==> src/rtl/ljpf_pkg.sv <==
`timescale 1ns / 1ps
`default_nettype none
package ljpf_pkg;

  localparam int COORD_W    = 32;
  localparam int CELL_W     = 31;
  localparam int CUT_W      = 32;
  localparam int OUT_W      = 48;
  localparam int D2_W       = 64;
  localparam int INV2_W     = 47;
  localparam int CFG_IDX_W  = 3;
  localparam int CFG_DATA_W = 48;

  // minimum-image remainder unit
  localparam int WR_MAG_W = 36;
  localparam int WR_REM_W = 32;
  localparam int WR_STEP  = 4;
  localparam int WR_STG   = 9;

  // reciprocal unit: 48 quotient steps
  localparam int RC_STEP = 4;
  localparam int RC_STG  = 12;

  // wide multiplier
  localparam int MUL_A_W  = 96;
  localparam int MUL_B_W  = 64;
  localparam int MUL_P_W  = 160;
  localparam int MUL_LIMB = 32;

  localparam int PIPE_LAT = 50;

  localparam logic [D2_W-1:0]  NEAR_LIMIT   = 64'h40_0000_0000;
  localparam logic [D2_W-1:0]  RC_REM_INIT  = 64'h10_0000_0000;
  localparam logic [OUT_W-1:0] POS_MAX      = 48'h7FFF_FFFF_FFFF;
  localparam logic [OUT_W-1:0] NEG_MIN      = 48'h8000_0000_0000;
  localparam logic [62:0]      ENERGY_CLAMP = 63'h4_0000_0000_0000;

  localparam logic [CELL_W-1:0] RST_CELL      = 31'd41943040;
  localparam logic [CUT_W-1:0]  RST_CUTOFF_SQ = 32'd26214400;
  localparam logic [OUT_W-1:0]  RST_E_SHIFT   = 48'hFFFF_FFFB_D2A8;

  typedef enum logic [CFG_IDX_W-1:0] {
    CFG_CELL_X,
    CFG_CELL_Y,
    CFG_CELL_Z,
    CFG_CUTOFF_SQ,
    CFG_ENERGY_SHIFT
  } cfg_idx_t;

  typedef struct packed {
    logic neg;
    logic zero;
  } lane_t;

  // signed saturation of a sign and magnitude pair to 48 bits
  function automatic logic [OUT_W-1:0] sat48(input logic neg, input logic [127:0] mag);
    logic [OUT_W-1:0] res;
    if (neg) begin
      if (mag > 128'h8000_0000_0000) res = NEG_MIN;
      else res = OUT_W'(-mag[OUT_W-1:0]);
    end else begin
      if (mag > 128'h7FFF_FFFF_FFFF) res = POS_MAX;
      else res = mag[OUT_W-1:0];
    end
    return res;
  endfunction

endpackage
`default_nettype wire

==> src/rtl/ljpf_wrap.sv <==
`timescale 1ns / 1ps
`default_nettype none
module ljpf_wrap (
  input  logic                                clk,
  input  logic                                en,
  input  logic signed [ljpf_pkg::COORD_W-1:0] d,
  input  logic        [ljpf_pkg::CELL_W-1:0]  cell_len,
  output logic signed [ljpf_pkg::COORD_W-1:0] w
);
  import ljpf_pkg::*;

  logic        [WR_MAG_W-1:0] mag_r   [0:WR_STG];
  logic        [WR_REM_W-1:0] rem_r   [0:WR_STG];
  logic                       neg_r   [0:WR_STG];
  logic signed [COORD_W-1:0]  d_r     [0:WR_STG];
  logic        [WR_MAG_W-1:0] mag_nxt [1:WR_STG];
  logic        [WR_REM_W-1:0] rem_nxt [1:WR_STG];

  logic [33:0]          num;
  logic [33:0]          num_abs;
  logic [WR_REM_W-1:0]  den;
  logic [WR_MAG_W-1:0]  m_c;
  logic [WR_REM_W-1:0]  r_c;
  logic [WR_REM_W:0]    t_c;
  logic [WR_REM_W-1:0]  rmod;
  logic [WR_REM_W:0]    cent;
  logic signed [COORD_W-1:0] w_r;

  // floor remainder of (2d + c) by 2c; the wrapped value is (rem - c) / 2
  assign den     = {cell_len, 1'b0};
  assign num     = {d[COORD_W-1], d, 1'b0} + {3'b000, cell_len};
  assign num_abs = num[33] ? 34'(-num) : num;

  always_comb begin
    m_c = '0;
    r_c = '0;
    t_c = '0;
    for (int s = 1; s <= WR_STG; s++) begin
      m_c = mag_r[s-1];
      r_c = rem_r[s-1];
      for (int j = 0; j < WR_STEP; j++) begin
        t_c = {r_c, m_c[WR_MAG_W-1]};
        m_c = {m_c[WR_MAG_W-2:0], 1'b0};
        if (t_c >= {1'b0, den}) r_c = WR_REM_W'(t_c - {1'b0, den});
        else r_c = t_c[WR_REM_W-1:0];
      end
      mag_nxt[s] = m_c;
      rem_nxt[s] = r_c;
    end
  end

  assign rmod = (neg_r[WR_STG] && rem_r[WR_STG] != '0) ? den - rem_r[WR_STG] : rem_r[WR_STG];
  assign cent = {1'b0, rmod} - {2'b00, cell_len};

  always_ff @(posedge clk) begin
    if (en) begin
      mag_r[0] <= {2'b00, num_abs};
      rem_r[0] <= '0;
      neg_r[0] <= num[33];
      d_r[0]   <= d;
      for (int s = 1; s <= WR_STG; s++) begin
        mag_r[s] <= mag_nxt[s];
        rem_r[s] <= rem_nxt[s];
        neg_r[s] <= neg_r[s-1];
        d_r[s]   <= d_r[s-1];
      end
      // a zero cell leaves the component as it is
      w_r <= (cell_len == '0) ? d_r[WR_STG] : signed'(cent[WR_REM_W:1]);
    end
  end

  assign w = w_r;

endmodule
`default_nettype wire

==> config.mk <==
export PLATFORM = sky130hd
export DESIGN_NAME = ljpf_wrap
export DESIGN_NICKNAME = d
export VERILOG_FILES = /design/src/rtl/ljpf_pkg.sv /design/src/rtl/ljpf_wrap.sv
export SDC_FILE = /design/constraint.sdc
export NUM_CORES = 2
export LEC_CHECK = 0
export BUFFER_PORTS_ARGS = -buffer_cell sky130_fd_sc_hd__buf_2
export CAP_MARGIN = 20
export CORE_MARGIN = 2
export CORE_UTILIZATION = 45
export CTS_CLUSTER_DIAMETER = 30
export CTS_CLUSTER_SIZE = 12
export DETAILED_ROUTE_END_ITERATION = 6
export PLACE_DENSITY_LB_ADDON = 0.1
export SYNTH_ARGS = -nofsm -noshare
export SYNTH_HDL_FRONTEND = slang
export SYNTH_SLANG_ARGS = --single-unit
==> constraint.sdc <==
create_clock -name clk -period 37.7 [get_ports clk]
set_clock_uncertainty 0.2 [all_clocks]
set_input_delay 1.885 -clock clk [delete_from_list [all_inputs] [get_ports clk]]
set_output_delay 1.885 -clock clk [all_outputs]
set_load 0.1 [all_outputs]
==> impl_metrics.csv <==
group,metric,value,unit
clocking,holdBufCountCts,0,
routing,avgViaCountPerCell,6.12,
clocking,cts_buffer_depth,3,
floorplanning,coreArea,0.209,mm2
yosys,syn_area,0.0945,mm2
routing,routed_wl,324000,um
routing,drt-initial-drc-count,7146,
routing,vias,84600,
yosys,ys_seq_area_share,26.3,%
routing,met1Wirelength,146000,um
routing,dr.pass1.iters,6,
floorplanning,die_y,462,um
outcome,outcome,"finished, final reports clean",
job,timing.max_cap.violations,0,
floorplanning,die_w,462,um
final_layout,fill_cells,19400,
min_path,min_path_cells,0,
critical_path,crit_top_cell,"buf_4",
final_layout,finalNetCount,12100,
routing,met2_length,148000,um
floorplanning,io_pins,97,
placement,dp_hpwl,248000,um
critical_path,critPathMaxStageDelay,640,ps
final_layout,multiInputGateArea,0.0671,mm2
clocking,postCtsResizedCells,0,
floorplanning,row_count,168,
routing,wl_met3,19900,um
critical_path,crit_path_max_fanout,48,
critical_path,cp_slowest_cell,"o21ai_0",
timing,setup_viol,0,
yosys,yosysTopAreaCell,"edfxtp_1",
critical_path,worstPathRequired,38090,ps
yosys,synthArstFlopShare,0,%
timing,finalCritPeriodShare,46.5,%
yosys,synth_top_cell_area_share,26.3,%
critical_path,worstSetupStartpointType,"input pin",
critical_path,end_kind,"register",
routing,ant_nets,0,
clocking,clkSlewWorstSetupHoldPaths,50,ps
placement,place_congestion,0.948,
global_routing,antenna_found_initial,17,
timing,layout_min_cycle_time,17530,ps
routing,drc_errors,0,
timing,rsz0062_at_grt,"false",
floorplanning,initial_core_util,45.2,%
timing,finalHoldViolCount,0,
global_routing,grt_pass1_wl,483000,um
clocking,root_buffer,"clkbuf_16",
timing,timing.hold.ws,163,ps
final_layout,fin_util,50.7,%
yosys,ys.flop_type,"edfxtp_1",
global_routing,grtUsageTotal,29.4,%
routing,post_drt_wl_per_cell,23.5,um
yosys,synth_area_leaders,"edfxtp_1, ha_1, xnor2_1",
clocking,cts_post_setup_buffers_inserted,0,
final_layout,drive_gt1_share,11.3,%
clocking,cts_tree,"built",
global_routing,grt_pass1_vias,79900,
clocking,insertion_delay,890,ps
timing,tightest_slew,1130,ps
critical_path,critPathKind,"input pin to register",
global_routing,grt-ovfl-total,0,
placement,dp.cells,13400,
timing,relSlewSlack,24.2,%
timing,final-max-slew-violation-count,0,
yosys,ys_ff_latch,828,
final_layout,fin_cells,13800,
placement,numPortBuffers,96,
yosys,avgSynthCellArea,8.90,um2
clocking,cts.sinks,828,
final_layout,syn2layout_area_growth,12.3,%
yosys,synthCells,10600,
timing,fin_tns_setup,0,ps
yosys,synth_cell_types,111,
yosys,synth_warnings,0,
clocking,htreeDepth,4,
global_routing,grt_start_max_net_pins,190,
critical_path,cp.arrival,17910,ps
critical_path,worst-r2r-cell-count,53,
floorplanning,die_area,0.214,mm2
routing,routed.top_layer,"met5",
clocking,cts_buffers,200,
yosys,synth_edf_count,828,
timing,fmax,0.0571,GHz
final_layout,layout.area.seq,0.0249,mm2
min_path,hp-class,"register to register",
## metal layers
metal,global-route usage [%],vias to the layer above
met3,3.82,444
met1,40.2,40700
met5,0,-
met4,9.85,2
li1,-,40700
met2,47.9,2791
## state kept, by name, summed over array words and instances (netlist names)
name and cells:
rem_r 288, w 32, neg_r 10, mag_r 178, d_r 320
## cell families (layout without fill, tap and decap cells)
| kind of cell | count (synthesis) | after routing | share of synthesized area [%] |
|---|---|---|---|
| multiplexers | 658 | 658 | 7.84 |
| AO/OA/AOI/OAI | 3450 | 3450 | 23.3 |
| flip-flops | 828 | 828 | 26.3 |
| buffers and inverters | 666 | 1056 | 2.80 |
| AND/OR/NAND/NOR | 2834 | 2834 | 14.5 |
| XOR/XNOR | 960 | 960 | 8.90 |
| other | 1 | 22 | 0.00397 |
| adder cells (fa/ha/maj) | 1212 | 1212 | 16.3 |
## worst max-delay path: cells and delay by family
kind	cells	cell delay [ps]
mux	3	980
buf+inv	6	2170
simple gates	9	1820
compound gates	31	9270
fa+ha+maj	5	1650
## path summary, 6_finish.rpt
| path | from | slack, ps | to |
|---|---|---|---|
| hold / removal | d_r[8][30] | 160 | d_r[9][30] |
| hold reg to reg | d_r[8][30] | 160 | d_r[9][30] |
| setup reg to reg | rem_r[4][0] | 21950 | rem_r[5][26] |
| setup / recovery | cell_len[0] | 20170 | rem_r[5][26] |
## cells in the final DEF (no fill, tap or decap), drive strengths merged, types with 66 or more instances in the layout
| master | instances |
|---|---|
| nor3 | 203 |
| nand4 | 147 |
| nand3 | 194 |
| ha | 1176 |
| a21oi | 1016 |
| a21o | 465 |
| and3 | 103 |
| edfxtp | 828 |
| nand2b | 161 |
| mux2 | 587 |
| nor2 | 703 |
| o21ai | 800 |
| nor4 | 72 |
| a31oi | 107 |
| o21bai | 129 |
| inv | 482 |
| mux2i | 71 |
| nand2 | 812 |
| xor2 | 300 |
| nor2b | 147 |
| xnor2 | 660 |
| or3 | 73 |
| o21a | 191 |
| o31ai | 94 |
| clkinv | 82 |
| clkbuf | 216 |
| a211oi | 118 |
| o211ai | 66 |
| buf | 218 |
## synth_stat cells (193+ instances only)
master / instances
nand3_1: 193
nor3_1: 202
inv_1: 460
o21ai_0: 780
nor2_1: 702
ha_1: 1176
a21o_1: 464
nand2_1: 811
xnor2_1: 660
xor2_1: 300
mux2_2: 491
edfxtp_1: 828
a21oi_1: 1012
## area by class of cell
type | instances | share of cell area [%]
multi-input combinational | 9129 | 63.3
sequential | 828 | 23.4
clock buffer | 216 | 4.78
tap | 2805 | 3.31
clock inverter | 159 | 2.04
inverter | 463 | 1.64
timing repair buffer | 218 | 1.48
antenna | 7 | 0.0165
## through the flow
step / instance area [um2] / worst slack [ps]
finish: 106000 / 20170
CTS: 106000 / 20450
global placement: 98800 / 19890
detailed placement: 98800 / 19560
global route: 106000 / 18980
floorplan: 94500 / 21900
Power is left out: the tool's default activity adds up to more than one toggle a clock period on the data nets, which glitch-free logic cannot reach.
